`config.mk`:
```
export PLATFORM = sky130hd
export DESIGN_NAME = video_interface_timing_engine_top
export DESIGN_NICKNAME = d
export VERILOG_FILES = /design/src/hw/rtl/vite_pkg.sv /design/src/hw/rtl/video_interface_timing_engine_top.sv
export SDC_FILE = /design/constraint.sdc
export NUM_CORES = 1
export LEC_CHECK = 0
export ABC_AREA = 1
export BUFFER_PORTS_ARGS = -buffer_cell sky130_fd_sc_hd__buf_2
export CAP_MARGIN = 20
export CORE_UTILIZATION = 40
export DETAILED_ROUTE_END_ITERATION = 16
export GPL_TIMING_DRIVEN = 0
export SKIP_LAST_GASP = 1
export SLEW_MARGIN = 20
export SYNTH_ARGS = -nofsm -noshare
export SYNTH_HDL_FRONTEND = slang
export SYNTH_SLANG_ARGS = --single-unit
```
`constraint.sdc`:
```
create_clock -name clk -period 3.35 [get_ports clk]
set_input_delay 0.335 -clock clk [delete_from_list [all_inputs] [get_ports clk]]
set_output_delay 0.335 -clock clk [all_outputs]
set_load 0.01 [all_outputs]
```
`src/hw/rtl/vite_pkg.sv`:
```
package vite_pkg;

	localparam int unsigned LINE_W      = 16;
	localparam int unsigned FRAME_W     = 32;
	localparam int unsigned LINE_CMP_W  = LINE_W + 1;
	localparam int unsigned FRAME_CMP_W = FRAME_W + 1;
	localparam int unsigned CFG_INDEX_W = 4;
	localparam int unsigned CFG_DATA_W  = 32;
	localparam int unsigned IN_TDATA_W  = 8;
	localparam int unsigned OUT_TDATA_W = 56;

	typedef enum logic [CFG_INDEX_W-1:0] {
		REG_LINE_LENGTH     = 4'd0,
		REG_HSYNC_WIDTH     = 4'd1,
		REG_FRAME_LENGTH    = 4'd2,
		REG_VSYNC_LENGTH    = 4'd3,
		REG_ACTIVE_H_WINDOW = 4'd4,
		REG_ACTIVE_V_START  = 4'd5,
		REG_ACTIVE_V_END    = 4'd6,
		REG_SYNC_POLARITY   = 4'd7
	} reg_index_t;

	// packed with the last member at the lowest bit on the output bus
	typedef struct packed {
		logic [FRAME_W-1:0] frame_number;
		logic [LINE_W-1:0]  line_number;
		logic               data_enable;
		logic               vsync_out;
		logic               hsync_out;
	} timing_out_t;

	localparam int unsigned OUT_PAD_W = OUT_TDATA_W - $bits(timing_out_t);

endpackage

```
`src/hw/rtl/video_interface_timing_engine_top.sv`:
```
// channel   direction  transaction carries
// s_axis    in         one pixel-clock tick: engine_enable
// m_axis    out        hsync_out, vsync_out, data_enable, line_number, frame_number
// cfg       in         register index and write data
//
// One tick each cycle unless stalled; its result is in the output register on the next cycle.
// The counter update and all window compares fit between the counters and the output register.
// arst_n clears counters, output valid and registers to their reset values (totals = 1).
// A stalled output holds; s_axis_tready follows the output register being free or taken.
module video_interface_timing_engine_top import vite_pkg::*; #(
	parameter int unsigned H_COUNT_BITS     = 16,
	parameter int unsigned FRAME_COUNT_BITS = 32
) (
	input  logic                   clk,
	input  logic                   arst_n,
	input  logic                   s_axis_tvalid,
	output logic                   s_axis_tready,
	input  logic [IN_TDATA_W-1:0]  s_axis_tdata,  // [0] engine_enable
	output logic                   m_axis_tvalid,
	input  logic                   m_axis_tready,
	output logic [OUT_TDATA_W-1:0] m_axis_tdata,  // [0] hsync_out, [1] vsync_out,
	                                              // [2] data_enable, [18:3] line_number,
	                                              // [50:19] frame_number
	input  logic                   cfg_valid,
	output logic                   cfg_ready,
	input  logic [CFG_INDEX_W-1:0] cfg_index,
	input  logic [CFG_DATA_W-1:0]  cfg_data
);

	logic [LINE_W-1:0]  line_length_q;
	logic [LINE_W-1:0]  hsync_width_q;
	logic [FRAME_W-1:0] frame_length_q;
	logic [FRAME_W-1:0] vsync_length_q;
	logic [FRAME_W-1:0] active_h_window_q;
	logic [FRAME_W-1:0] active_v_start_q;
	logic [FRAME_W-1:0] active_v_end_q;
	logic [1:0]         sync_polarity_q;

	logic [H_COUNT_BITS-1:0]     pixel_in_line_q;
	logic [FRAME_COUNT_BITS-1:0] pixel_in_frame_q;
	logic [LINE_W-1:0]           line_counter_q;
	logic [FRAME_W-1:0]          frame_counter_q;

	timing_out_t result_q;
	logic        out_valid_q;

	logic                  accept;
	logic                  enable;
	logic [LINE_W-1:0]     pil_ext;
	logic [FRAME_W-1:0]    pif_ext;
	logic [H_COUNT_BITS:0] next_h;
	logic [FRAME_COUNT_BITS:0] next_f;
	logic                  wrap_h;
	logic                  wrap_f;
	logic                  h_in;
	logic                  v_in;
	timing_out_t           result_d;

	assign cfg_ready     = 1'b1;
	assign s_axis_tready = !out_valid_q || m_axis_tready;
	assign accept        = s_axis_tvalid && s_axis_tready;
	assign enable        = s_axis_tdata[0];

	assign pil_ext = LINE_W'(pixel_in_line_q);
	assign pif_ext = FRAME_W'(pixel_in_frame_q);
	assign next_h  = {1'b0, pixel_in_line_q} + 1'b1;
	assign next_f  = {1'b0, pixel_in_frame_q} + 1'b1;
	assign wrap_h  = (LINE_CMP_W'(next_h) >= {1'b0, line_length_q}) || next_h[H_COUNT_BITS];
	assign wrap_f  = (FRAME_CMP_W'(next_f) >= {1'b0, frame_length_q})
		|| next_f[FRAME_COUNT_BITS];

	assign h_in = (pil_ext >= active_h_window_q[15:0]) && (pil_ext <= active_h_window_q[31:16]);
	assign v_in = (pif_ext >= active_v_start_q) && (pif_ext <= active_v_end_q);

	always_comb begin
		if (enable) begin
			result_d.hsync_out    = (pil_ext < hsync_width_q) ^ sync_polarity_q[0];
			result_d.vsync_out    = (pif_ext < vsync_length_q) ^ sync_polarity_q[1];
			result_d.data_enable  = h_in && v_in;
			result_d.line_number  = line_counter_q;
			result_d.frame_number = frame_counter_q;
		end else begin
			result_d.hsync_out    = sync_polarity_q[0];
			result_d.vsync_out    = sync_polarity_q[1];
			result_d.data_enable  = 1'b0;
			result_d.line_number  = '0;
			result_d.frame_number = '0;
		end
	end

	always_ff @(posedge clk or negedge arst_n) begin
		if (!arst_n) begin
			line_length_q     <= LINE_W'(1);
			hsync_width_q     <= '0;
			frame_length_q    <= FRAME_W'(1);
			vsync_length_q    <= '0;
			active_h_window_q <= '0;
			active_v_start_q  <= '0;
			active_v_end_q    <= '0;
			sync_polarity_q   <= '0;
		end else if (cfg_valid) begin
			case (cfg_index)
				REG_LINE_LENGTH:     line_length_q     <= cfg_data[LINE_W-1:0];
				REG_HSYNC_WIDTH:     hsync_width_q     <= cfg_data[LINE_W-1:0];
				REG_FRAME_LENGTH:    frame_length_q    <= cfg_data;
				REG_VSYNC_LENGTH:    vsync_length_q    <= cfg_data;
				REG_ACTIVE_H_WINDOW: active_h_window_q <= cfg_data;
				REG_ACTIVE_V_START:  active_v_start_q  <= cfg_data;
				REG_ACTIVE_V_END:    active_v_end_q    <= cfg_data;
				REG_SYNC_POLARITY:   sync_polarity_q   <= cfg_data[1:0];
				default: ;
			endcase
		end
	end

	always_ff @(posedge clk or negedge arst_n) begin
		if (!arst_n) begin
			pixel_in_line_q  <= '0;
			pixel_in_frame_q <= '0;
			line_counter_q   <= '0;
			frame_counter_q  <= '0;
		end else if (accept) begin
			if (!enable || wrap_f) begin
				pixel_in_line_q  <= '0;
				pixel_in_frame_q <= '0;
				line_counter_q   <= '0;
				frame_counter_q  <= enable ? frame_counter_q + 1'b1 : '0;
			end else begin
				pixel_in_frame_q <= next_f[FRAME_COUNT_BITS-1:0];
				if (wrap_h) begin
					pixel_in_line_q <= '0;
					line_counter_q  <= line_counter_q + 1'b1;
				end else begin
					pixel_in_line_q <= next_h[H_COUNT_BITS-1:0];
				end
			end
		end
	end

	always_ff @(posedge clk or negedge arst_n) begin
		if (!arst_n) begin
			out_valid_q <= 1'b0;
		end else if (s_axis_tready) begin
			out_valid_q <= s_axis_tvalid;
		end
	end

	always_ff @(posedge clk) begin
		if (accept) begin
			result_q <= result_d;
		end
	end

	assign m_axis_tvalid = out_valid_q;
	assign m_axis_tdata  = {{OUT_PAD_W{1'b0}}, result_q};

endmodule

```
---- Word level (Yosys, flattened, before mapping) ----
Index checks and enable logic that the tools add are counted.
Widths: inputs -> output; s select.
word-level totals
  output and inout bits ................... 59
  input port bits ......................... 49
  logic and storage cells ................. 68
  register bits ........................... 342
cells by class
  muxes and demuxes ....................... 7
  magnitude comparators ................... 8
  reductions and logical operators ........ 22
  add/subtract/negate cells ............... 4
  eq/ne operators ......................... 7
  bitwise logic cells ..................... 2
operators by type and width
  cell                   number
  $mux 16                4
  $mux 32                2
  $add 32x1->33 const B  1
  $ge 33x32->1           1
  $add 32x1->32 const B  1
  $ge 32x32->1           1
  $le 32x32->1           1
  $lt 32x32->1           1
  $reduce_and 2->1       10
  $add 16x1->17 const B  1
  $ge 17x16->1           1
  $add 16x1->16 const B  1
  $eq 4x3->1 const B     4
  $ge 16x16->1           1
  $le 16x16->1           1
  $lt 16x16->1           1
  $eq 4x2->1 const B     2
  $eq 4x1->1 const B     1
  $logic_and 1x1->1      4
  $logic_not 4->1        1
  $logic_or 1x1->1       4
  $logic_not 1->1        2
  $mux 2                 1
  $reduce_bool 2->1      1
  $xor 1x1->1            2

---- Depth between registers and ports, before layout ----
Gate-level depths: netlist (run 1).
  depth after elaboration ................. 6
  gate-level depth with buffers ........... 27
  gate-level depth less buffers ........... 26

---- Worst setup path after synthesis (run 1) ----
No wires, ideal clock.
  path kind ............................... register to register
  start ................................... register out_valid_q (netlist: m_axis_tvalid)
  end ..................................... register result_q, in the netlist m_axis_tdata[0] (enable)
  period minus slack after synthesis ...... 3.194 ns
  stages on the path, launching flop included .. 6
  path buffers ............................ 2
  library setup time ...................... 0.435 ns
  setup slack ............................. 0.156 ns
  required time ........................... 2.915 ns
  arrival time ............................ 2.759 ns
  path through ............................ dfrtp_1 -> nand2_1 -> nand2_1 -> inv_1 -> buf_2 -> buf_1
between the ends
  longest elaborated chain between the ends .. 3
RTL lines
  item                     line                                      source
  from (decl)              video_interface_timing_engine_top.sv:45   logic out_valid_q;
  from (signal assigned)   video_interface_timing_engine_top.sv:144  out_valid_q <= s_axis_tvalid;
  $logic_not 1->1          video_interface_timing_engine_top.sv:60   assign s_axis_tready = !out_valid_q || m_axis_tready;
  $logic_or 1x1->1         video_interface_timing_engine_top.sv:60
  named net s_axis_tready  video_interface_timing_engine_top.sv:17   output logic s_axis_tready,
  $logic_and 1x1->1        video_interface_timing_engine_top.sv:61   assign accept = s_axis_tvalid && s_axis_tready;
  named net accept         video_interface_timing_engine_top.sv:47   logic accept;
  to (signal assigned)     video_interface_timing_engine_top.sv:150  result_q <= result_d;
  to (decl)                video_interface_timing_engine_top.sv:44   timing_out_t result_q;
The timed path passes the listed nets, and every way through them passes these cells.
A chain may end at the register's enable or synchronous reset.

---- Worst setup path in the final report (run 1) ----
  start ................................... register pixel_in_frame_q[0] (netlist: pif_ext[0])
  end ..................................... register pixel_in_frame_q[16] (netlist: pif_ext[16])
between the ends
  longest elaborated chain between the ends .. 5
RTL lines
  item                    line                                      source
  from (decl)             video_interface_timing_engine_top.sv:40   logic [FRAME_COUNT_BITS-1:0] pixel_in_frame_q;
  from (signal assigned)  video_interface_timing_engine_top.sv:129  pixel_in_frame_q <= next_f[FRAME_COUNT_BITS-1:0];
  $add 32x1->33 *         video_interface_timing_engine_top.sv:67   assign next_f = {1'b0, pixel_in_frame_q} + 1'b1;
  $ge 33x32->1            video_interface_timing_engine_top.sv:69   assign wrap_f = (FRAME_CMP_W'(next_f) >= {1'b0, frame_length_q})
  $logic_or 1x1->1        video_interface_timing_engine_top.sv:70   || next_f[FRAME_COUNT_BITS];
  $logic_or 1x1->1        video_interface_timing_engine_top.sv:123  if (!enable || wrap_f) begin
  $mux 32 *               video_interface_timing_engine_top.sv:123
Every way passes the cells marked *; elsewhere a longest branch is shown, timed or not.

==> reports/metrics.cfg, run 1 <==
[clock_network]
cts_max_level=2
clk_path_buf_depth=3
clkLatencyLatePin_ns=0.58
tritoncts=done
cts_buffers=42
ctsRootBufferMaster=clkbuf_16
clock-sinks=342
clkSlewWorstSetupHoldPaths_ns=0.06

[yosys]
ys_seq_elements=342
ys_warn_count=0
ys.flop_type=dfrtp_1
synth_cells=2490
synthTopCellsByArea=dfrtp_1 (36%), nand2_1 (13%), ha_1 (12%)
avgSynthCellArea_sq_um=8.067
yosys.area.top_type=dfrtp_1
synth_cell_types=49
synth_area_sq_um=20090
async_flop_share_pct=85.09
synth-edff-count=51
ys_seq_area_share_pct=43.89
synth_top_cell_area_share_pct=36.00

[sta]
worstMarginPinSlew_ns=0.9440
min_period_over_period_pct=104.9
finClkSkew_ns=0.01740
min_period_ns=3.514
slew_violations=0
finalSetupViolCount=88
max_freq_mhz=284.6
rsz0062_at_grt=yes
worst_slack_ns=-0.1639
relSlewSlack_pct=37.06
hold_viol_final=0

[pwr]
total_power_mw=12.34
power_density_nw_per_um2=501.3
p_leak_nw=12.56
irDropWorstVdd_mv=0.3224

[die]
die_area_sq_um=51120
rows=81
initial_core_util_pct=40.78
ios=108
core_area_sq_um=49250
die_y_um=226.1
dieWidth_um=226.1

[grt]
grt_pass1_wl_mm=90.02
grt_max_degree=85
grt-ovfl-total=0
antenna_found_initial=1
grt_pass1_vias=16810
grt_use_total_pct=22.69

[worst_setup_path]
path_max_fanout=5
worst-r2r-setup-slack_ns=-0.16
slowest_delay_ns=0.42
cp_slowest_cell=dfrtp_1
crit_type=reg -> reg
cp-start-kind=flop
crit_required_ns=3.79
critPathTopFamily=simple AND/OR/NAND/NOR gates
endpoint_kind=flop
cp_num_buf_inv=5
cp.arrival_ns=3.95

[route]
routed_via_density=5.038
drtPass1Iterations=5
drt_drc_violations_left=0
antenna_left=0
wl_mm=57.71
drtIter0Drc=1117
post_drt_wl_per_cell_um=16.87
num_vias=17240

[hold_path]
hold_path_class=in -> reg

[final_layout]
syn_to_final_growth_pct=22.49
drive_above_1_share_pct=16.26
num-nets-final=2966
final_cells=3421

[placement]
routabilityCongestion=0.9065
io_buffers=91
numPlacedInstances=3254
dp_hpwl_mm=42.01

[run_status]
violations=setup timing
status=complete, but fails checks

[flow_run]
cap_violations=0

-- flip-flops by register name, indices dropped and copies added (netlist names) --
| name | flops |
|---|---|
| m_axis_tdata | 51 |
| active_h_window_q | 32 |
| active_v_end_q | 32 |
| active_v_start_q | 32 |
| frame_counter_q | 32 |
| frame_length_q | 32 |
| pif_ext | 32 |
| vsync_length_q | 32 |
| hsync_width_q | 16 |
| line_counter_q | 16 |
| line_length_q | 16 |
| pil_ext | 16 |
| sync_polarity_q | 2 |
| m_axis_tvalid | 1 |
-- placed cells by master (no fill, tap or decap), types with 17 or more instances in the layout --
cell           instances
a21oi_1               93
buf_2                 95
buf_4                 60
buf_6                 18
clkbuf_1              65
clkbuf_16             49
dfrtp_1              265
dfrtp_2               24
dlygate4sd3_1         17
edfxtp_1              51
ha_1                 189
inv_1                409
nand2_1              632
nand2_2               32
nand3_1               41
nand4_1               43
nor2_1               116
nor3_1                31
o21ai_0              226
o21ai_2               29
xor2_1                50
-- cells in the mapped netlist, types with 2 or more instances --
| cell | count |
|---|---|
| nand2_1 | 670 |
| inv_1 | 418 |
| dfrtp_1 | 289 |
| o21ai_0 | 232 |
| ha_1 | 194 |
| nor2_1 | 131 |
| a21oi_1 | 95 |
| xor2_1 | 61 |
| edfxtp_1 | 51 |
| clkbuf_1 | 50 |
| nand3_1 | 46 |
| nand4_1 | 43 |
| nor3_1 | 37 |
| o21ai_2 | 20 |
| o21ai_1 | 19 |
| o22ai_1 | 14 |
| xnor2_1 | 14 |
| nor4_1 | 12 |
| buf_4 | 10 |
| inv_2 | 8 |
| buf_2 | 7 |
| nand2_2 | 6 |
| nor2_2 | 6 |
| a211oi_1 | 5 |
| buf_6 | 5 |
| a21o_1 | 4 |
| buf_1 | 4 |
| nor3_2 | 4 |
| o211ai_1 | 3 |
| o21a_1 | 3 |
| o21bai_1 | 3 |
| or2_2 | 3 |
| and3_1 | 2 |
| conb_1 | 2 |
| dfstp_2 | 2 |
| nand2_4 | 2 |
| nand3b_1 | 2 |
| o31ai_1 | 2 |
-- tightest hold or removal path: cells and delay by family --
family | cells | cell delay (ns)
simple gates | 1 | 0.05
buf+inv | 1 | 0.12
compound gates | 1 | 0.06
-- layout make-up --
| class | count | area (sq um) |
|---|---|---|
| fill | 4774 | 24650 |
| inverter | 428 | 1619 |
| timing repair buffer | 185 | 1456 |
| sequential | 342 | 8846 |
| antenna | 1 | 2.502 |
| tap | 664 | 830.8 |
| buffer | 76 | 441.7 |
| clock buffer | 69 | 1318 |
| multi-input combinational | 1648 | 9993 |
| clock inverter | 8 | 98.84 |
-- path summary, 6_finish.rpt --
| check | startpoint | depth (start not counted) | end |
|---|---|---|---|
| max in group asynchronous | arst_n | 4 | line_length_q[0] |
| hold reg to reg | active_h_window_q[19] | 2 | active_h_window_q[19] |
| setup / recovery | pif_ext[0] | 26 | pif_ext[16] |
| hold / removal | cfg_data[9] | 3 | active_v_start_q[9] |
| setup reg to reg | pif_ext[0] | 26 | pif_ext[16] |
| min in group asynchronous | arst_n | 2 | active_v_start_q[25] |
-- layer usage --
| layer | track usage, % | share of wire (%) | vias to the layer above |
|---|---|---|---|
| met1 | 29.83 | 44 | 8281 |
| li1 | - | - | 8426 |
| met3 | 2.524 | 4.5 | 127 |
| met2 | 37.91 | 47 | 401 |
| met4 | 9.459 | 3.9 | 0 |
| met5 | 0 | 0 | - |
-- kinds of logic after synthesis --
| group | share of synthesized area [%] |
|---|---|
| and+or+nand+nor | 19.95 |
| other | 0.03739 |
| buffers and inverters | 9.847 |
| DFF | 43.89 |
| xor gates and xnor gates | 3.270 |
| AOI/OAI and AO/OA | 10.92 |
| adders and majority gates | 12.08 |
-- stage by stage --
stage               worst slack [ns]  util [%]  setup TNS [ns]  area (sq um)  hold WS, ns
finish                       -0.1639     49.96          -6.563         24610      0.02271
detailed placement           -0.7074     43.73          -58.08         21540       0.3458
global placement              -3.693     43.43        -1173.72         21390       0.4646
floorplan                     0.1555         -               0         20100      0.03941
global route                 -0.3110     49.95          -21.15         24600      0.03462
CTS                         -0.03265     48.23         -0.2052         23750    0.0004612
-- power by group --
group / switching [mW] / internal (mW) / total, mW / leakage, nW
combinational: 1.54 / 0.947 / 2.49 / 7.65
clock: 1.83 / 2.84 / 4.67 / 0.692
sequential: 0.330 / 4.85 / 5.18 / 4.22
total: 3.70 / 8.63 / 12.3 / 12.6
-- repair_timing --
| item | 4_1_cts | 5_1_grt |
|---|---|---|
| pin swaps | 25 | 56 |
| cloned | 1 | 4 |
| resized for setup | 98 | 123 |
| hold endpoints to repair | 89 | 0 |
| hold buffers | 17 | 0 |
| setup endpoints to repair | 96 | 96 |
| buffers inserted | 32 | 35 |
Note: power is estimated with default switching activity, not from simulation.
==> run 2: changes to the inputs <==
--- a/config.mk
+++ b/config.mk
@@ -11,6 +11,8 @@
 export CORE_UTILIZATION = 40
 export DETAILED_ROUTE_END_ITERATION = 16
 export GPL_TIMING_DRIVEN = 0
+export PLACE_DENSITY = 0.61
+export SETUP_SLACK_MARGIN = 0.02
 export SKIP_LAST_GASP = 1
 export SLEW_MARGIN = 20
 export SYNTH_ARGS = -nofsm -noshare
==> reports/metrics.cfg, run 2 (synthesized netlist as in run 1, its figures left out) <==
[pwr]
irDropWorstVdd_mv=0.3217  ; was 0.3224 mV
p_leak_nw=12.17  ; was 12.56 nW
power_density_nw_per_um2=499.9  ; was 501.3 nW/um^2

[route]
post_drt_wl_per_cell_um=16.75  ; was 16.87 um
antenna_left=0  ; unchanged
wl_mm=56.72  ; was 57.71 mm
routed_via_density=5.045  ; was 5.038
drtPass1Iterations=6  ; was 5
num_vias=17090  ; was 17.24k
drtIter0Drc=1114  ; was 1117
drt_drc_violations_left=0  ; unchanged

[hold_path]
hold_depth=3  ; unchanged
hold_path_class=in -> reg  ; unchanged

[grt]
grt-ovfl-total=0  ; unchanged
grt_use_total_pct=22.68  ; was 22.69%
antenna_found_initial=1  ; unchanged
grt_pass1_vias=16960  ; was 16.81k
grt_pass1_wl_mm=90.31  ; was 90.02 mm
grt_max_degree=95  ; was 85

[final_layout]
syn_to_final_growth_pct=18.98  ; was 22.49%
final_cell_mix=nand2_1 (653), inv_1 (411), dfrtp_1 (264)  ; was nand2_1 (632), inv_1 (409), dfrtp_1 (265)
fillers=4766  ; was 4774
layout_commonest_cell=nand2_1  ; unchanged
drive_above_1_share_pct=14.52  ; was 16.26%
multiInputGateArea_sq_um=9818  ; was 9993 sq um
final_cells=3387  ; was 3421
largest_reg_flops=51  ; unchanged
num-nets-final=2933  ; was 2966
seq_area_sq_um=8847  ; was 8846 sq um

[die]
ios=108  ; unchanged
core_area_sq_um=49250  ; unchanged
dieWidth_um=226.1  ; unchanged
die_area_sq_um=51120  ; unchanged
initial_core_util_pct=40.78  ; unchanged
rows=81  ; unchanged
die_y_um=226.1  ; unchanged

[worst_setup_path]
crit_required_ns=3.80  ; was 3.79 ns
endpoint_kind=flop  ; unchanged
cp-start-kind=flop  ; unchanged
path_max_fanout=5  ; unchanged
slowest_delay_ns=0.43  ; was 0.42 ns
crit_type=reg -> reg  ; unchanged
worst-r2r-setup-slack_ns=-0.1  ; was -0.16 ns
cp.arrival_ns=3.90  ; was 3.95 ns
cp_slowest_cell=dfrtp_2  ; was dfrtp_1
cp_common_cell=nand2_2
r2r_cells=25  ; was 26

[clock_network]
clock-sinks=342  ; unchanged
clkSlewWorstSetupHoldPaths_ns=0.06  ; about the same
cts_max_level=2  ; unchanged
tritoncts=done  ; unchanged
cts_buffers=40  ; was 42
clkLatencyLatePin_ns=0.57  ; was 0.58 ns
clk_path_buf_depth=3  ; unchanged
ctsRootBufferMaster=clkbuf_16  ; unchanged

[run_status]
status=complete, but fails checks  ; unchanged
violations=setup timing  ; unchanged

[sta]
rsz0062_at_grt=yes  ; unchanged
slew_violations=0  ; unchanged
worst_slack_ns=-0.09968  ; was -0.1639 ns
finalSetupViolCount=51  ; was 88
max_freq_mhz=289.9  ; was 284.6 MHz
min_period_over_period_pct=103.0  ; was 104.9%
worstMarginPinSlew_ns=1.143  ; was 0.9440 ns
relSlewSlack_pct=23.39  ; was 37.06%
finClkSkew_ns=0.02724  ; was 0.01740 ns
hold_viol_final=0  ; unchanged
min_period_ns=3.450  ; was 3.514 ns
setup-tns-final_ns=-2.133  ; was -6.563 ns

[placement]
numPlacedInstances=3253  ; was 3254
routabilityCongestion=0.9137  ; was 0.9065
dp_hpwl_mm=41.95  ; was 42.01 mm
post-place-ws_ns=-0.7328  ; was -0.7074 ns
io_buffers=91  ; unchanged

[flow_run]
cap_violations=0  ; unchanged

run 2: changes by cell type in the layout (fill, tap and decap cells not counted), sizes merged:
| cell | previous run | this run |
|---|---|---|
| clkbuf | 122 | 106 |
| inv | 428 | 429 |
| bufinv | 2 | 3 |
| dlygate4sd3 | 17 | 10 |
| clkinv | 5 | 13 |
| buf | 191 | 168 |
| clkinvlp | 1 | 2 |
| diode | 1 | 2 |
run 2: final cells by class:
cell class                 count  area share [%]
timing repair buffer         154           4.497
clock inverter                19          0.8114
tap                          664           3.476
buffer                        76           1.796
multi-input combinational   1648           41.08
sequential                   342           37.02
antenna                        2         0.02094
inverter                     428           6.732
clock buffer                  54           4.575
run 2: critical path: cells and delay by family (launching register included):
family          cells  cell delay (ns)
flops               1             0.43
buf+inv             5             0.67
fa+ha+maj           2             0.47
simple gates       16             1.58
compound gates      2             0.15
run 2: final timing paths:
check,endpoint,start
max in group asynchronous,pil_ext[2],arst_n
hold / removal,active_v_end_q[9],cfg_data[9]
setup / recovery,line_counter_q[11],pif_ext[1]
setup reg to reg,line_counter_q[11],pif_ext[1]
min in group asynchronous,active_v_start_q[26],arst_n
hold reg to reg,hsync_width_q[13],hsync_width_q[13]
run 2: power breakdown:
part           internal, mW  total (mW)  leakage, nW  switching, mW
Sequential             4.85        5.18         4.21          0.337
Clock                  2.54        4.36        0.635           1.83
Combinational         0.897        2.40         7.32           1.50
run 2: per-layer routing:
layer,vias to the layer above,wire length (um),global-route usage (%)
li1,8358,-,-
met1,8224,25440,30.15
met2,411,27050,37.98
met3,96,2531,2.641
met4,0,1705,8.239
met5,-,0,0
run 2: timing repair:
action	in CTS	in global routing
endpoints found under the setup margin	96	96
endpoints found under the hold margin	55	0
pin swaps	11	31
buffers inserted	30	17
resized for setup	90	70
hold buffers	10	0
cloned	1	1
run 2: per-stage QoR:
stage | util (%) | cell area, sq um | hold slack (ns) | power [mW]
2_1_floorplan | - | 20100 | 0.03941 | 6.726
3_3_place_gp | 43.43 | 21390 | 0.4660 | 7.371
3_5_place_dp | 43.66 | 21510 | 0.2553 | 7.496
4_1_cts | 47.63 | 23460 | 0.001474 | 11.97
5_1_grt | 48.52 | 23900 | 0.03649 | 12.65
6_report | 48.53 | 23900 | 0.01819 | 11.95
==> run 3: changes to the inputs <==
--- a/config.mk
+++ b/config.mk
@@ -8,10 +8,12 @@
 export ABC_AREA = 1
 export BUFFER_PORTS_ARGS = -buffer_cell sky130_fd_sc_hd__buf_2
 export CAP_MARGIN = 20
+export CELL_PAD_IN_SITES_DETAIL_PLACEMENT = 0
+export CELL_PAD_IN_SITES_GLOBAL_PLACEMENT = 1
 export CORE_UTILIZATION = 40
 export DETAILED_ROUTE_END_ITERATION = 16
 export GPL_TIMING_DRIVEN = 0
-export PLACE_DENSITY = 0.61
+export PLACE_DENSITY = 0.76
 export SETUP_SLACK_MARGIN = 0.02
 export SKIP_LAST_GASP = 1
 export SLEW_MARGIN = 20
==> constraint.sdc (replaced) <==
create_clock -name clk -period 3.2 [get_ports clk]
set_input_delay 0.32 -clock clk [delete_from_list [all_inputs] [get_ports clk]]
set_output_delay 0.32 -clock clk [all_outputs]
set_load 0.01 [all_outputs]
==> reports/metrics.cfg, run 3 (synthesized netlist as in run 1, its figures left out) <==
[sta]
worstMarginPinSlew_ns=0.9729  ; was 1.143 ns
relSlewSlack_pct=35.14  ; was 23.39%
min_period_over_period_pct=106.3  ; was 103.0%
finClkSkew_ns=0.03880  ; was 0.02724 ns
min_period_ns=3.401  ; was 3.450 ns
max_freq_mhz=294.1  ; was 289.9 MHz
whs_ns=0.006979  ; was 0.01819 ns
hold_viol_final=0  ; unchanged
slew_violations=0  ; unchanged
finalSetupViolCount=95  ; was 51
rsz0062_at_grt=yes  ; unchanged
worst_slack_ns=-0.2006  ; was -0.09968 ns

[worst_setup_path]
critPathLaunch=pif_ext[0]  ; was pif_ext[1]
path_max_fanout=5  ; unchanged
timing.rr.end=pif_ext[28]  ; was line_counter_q[11]
cp-endpoint=pif_ext[28]  ; was line_counter_q[11]
cp-start-kind=flop  ; unchanged
endpoint_kind=flop  ; unchanged
slowest_delay_ns=0.39  ; was 0.43 ns
critPathTopFamily=simple AND/OR/NAND/NOR gates  ; unchanged
path_depth=22  ; was 25
cp_num_buf_inv=2  ; was 5
worst-r2r-setup-slack_ns=-0.20  ; was -0.1 ns
crit_required_ns=3.70  ; was 3.80 ns
path_cells=ha_2, nand2_2, nor2_4, nand4_1, nor2_2, nand3_2, xor2_2, inv_2, ha_4, a21o_1, nor2_1, nand2_1, a21oi_2, nand2_1, nand2_1, nand2_2, nand2_4, nand2_4, nor2_4, buf_6, nand2_1, o21ai_1
cp_slowest_cell=dfrtp_1  ; was dfrtp_2
r2r-start=pif_ext[0]  ; was pif_ext[1]
crit_type=reg -> reg  ; unchanged
r2r_cells=22  ; was 25
cp.arrival_ns=3.90  ; about the same
cp_common_cell=nand2_1  ; was nand2_2

[pwr]
p_leak_nw=12.39  ; was 12.17 nW
irDropWorstVdd_mv=0.3436  ; was 0.3217 mV
total_power_mw=13.13  ; was 11.95 mW
power_density_nw_per_um2=534.9  ; was 499.9 nW/um^2

[route]
antenna_left=0  ; unchanged
drtIter0Drc=1121  ; was 1114
drtPass1Iterations=5  ; was 6
post_drt_wl_per_cell_um=16.92  ; was 16.75 um
routed-wl-met3_mm=2.651  ; was 2.531 mm
drt_drc_violations_left=0  ; unchanged
wl_met1_mm=25.65  ; was 25.44 mm
wl_mm=57.69  ; was 56.72 mm
routed.top_layer=met5  ; was met4
routed_via_density=5.050  ; was 5.045
num_vias=17220  ; was 17.09k
wl_met2_mm=27.53  ; was 27.05 mm

[hold_path]
hold_path_class=in -> reg  ; unchanged

[grt]
grt_pass1_vias=16600  ; was 16.96k
grt_pass1_wl_mm=90.56  ; was 90.31 mm
grt_max_degree=96  ; was 95
antenna_found_initial=2  ; was 1
grt_use_total_pct=22.89  ; was 22.68%
grt-ovfl-total=0  ; unchanged

[final_layout]
layout_commonest_cell=nand2_1  ; unchanged
largest_reg_flops=51  ; unchanged
fin_area_sq_um=24550  ; was 23900 sq um
fillers=4754  ; was 4766
drive_above_1_share_pct=16.46  ; was 14.52%
num-nets-final=2956  ; was 2933
antenna_cells=0  ; was 2
final_cells=3410  ; was 3387
syn_to_final_growth_pct=22.23  ; was 18.98%
final_cell_mix=nand2_1 (629), inv_1 (410), dfrtp_1 (257)  ; was nand2_1 (653), inv_1 (411), dfrtp_1 (264)

[die]
dieWidth_um=226.1  ; unchanged
initial_core_util_pct=40.78  ; unchanged
ios=108  ; unchanged
core_area_sq_um=49250  ; unchanged
die_y_um=226.1  ; unchanged
die_area_sq_um=51120  ; unchanged
rows=81  ; unchanged

[placement]
io_buffers=91  ; unchanged
routabilityCongestion=0.8952  ; was 0.9137
dp_hpwl_mm=42.31  ; was 41.95 mm
place_area_sq_um=21490  ; was 21510 sq um
post-place-ws_ns=-0.8639  ; was -0.7328 ns
numPlacedInstances=3252  ; was 3253

[clock_network]
tritoncts=done  ; unchanged
ctsRootBufferMaster=clkbuf_16  ; unchanged
cts_buffers=41  ; was 40
cts_max_level=2  ; unchanged
clkSlewWorstSetupHoldPaths_ns=0.06  ; about the same
clock-sinks=342  ; unchanged
clkLatencyLatePin_ns=0.60  ; was 0.57 ns
clk_path_buf_depth=3  ; unchanged

[flow_run]
cap_violations=0  ; unchanged

[run_status]
violations=setup timing  ; unchanged
status=complete, but fails checks  ; unchanged

==> run 3: changes by cell type in the layout (fill, tap and decap cells not counted), moves of 4 or more <==
cell / delta
clkinv_2: -4
nand2_1: -24
nand2_2: +25
clkbuf_16: +4
o22ai_1: -11
o22ai_2: +11
dfrtp_2: +7
dfrtp_1: -7
dlygate4sd3_1: +16
buf_8: +6
==> run 3: report_power, final <==
part / switching, mW / internal (mW)
Sequential: 0.351 / 5.07
Combinational: 1.59 / 0.974
Clock: 2.02 / 3.12
==> run 3: cell type report <==
class / count / area, sq um / share of cell area [%]
multi-input cells: 1648 / 9956 / 40.55
well taps: 664 / 830.8 / 3.384
clock buffers: 56 / 1185 / 4.826
inverters: 428 / 1619 / 6.594
repair buffers: 176 / 1351 / 5.503
plain buffers: 76 / 450.4 / 1.834
clock inverters: 20 / 305.3 / 1.243
flip-flops and latches: 342 / 8856 / 36.07
==> run 3: timing repair <==
action,in CTS,in global routing
setup endpoints to repair,96,97
hold endpoints to repair,336,0
cloned,4,3
hold buffers,26,0
pin swaps,23,45
setup buffers,28,21
resized for setup,134,88
==> run 3: routing by layer <==
layer	vias up	track usage (%)
met5	-	1.466
met4	3	8.065
met3	103	3.201
met2	401	38.36
met1	8314	30.02
li1	8401	-
==> run 3: metrics by stage <==
stage	util [%]	setup TNS, ns
after floorplan	-	0
after global placement	43.44	-1251.75
after detailed placement	43.64	-72.75
after CTS	48.68	-6.013
after global routing	49.85	-26.22
final	49.85	-12.55
==> run 3: how the worst min path moves through the flow <==
stage / start / to / slack [ns] / cells after the start
after floorplan: arst_n / active_h_window_q[0] / 0.02 / 0
after global placement: active_h_window_q[1] / active_h_window_q[1] / 0.47 / 2
after detailed placement: arst_n / active_v_end_q[25] / 0.15 / 1
after CTS: cfg_data[12] / active_v_start_q[12] / 0.001 / 3
after global routing: cfg_data[29] / active_v_start_q[29] / 0.02 / 3
final: cfg_data[29] / active_v_start_q[29] / 0.007 / 3
==> run 3: worst min-delay path, cell delays in order <==
cell and delay [ns]:
buf_2 0.12, nand2_1 0.05, o21ai_0 0.06
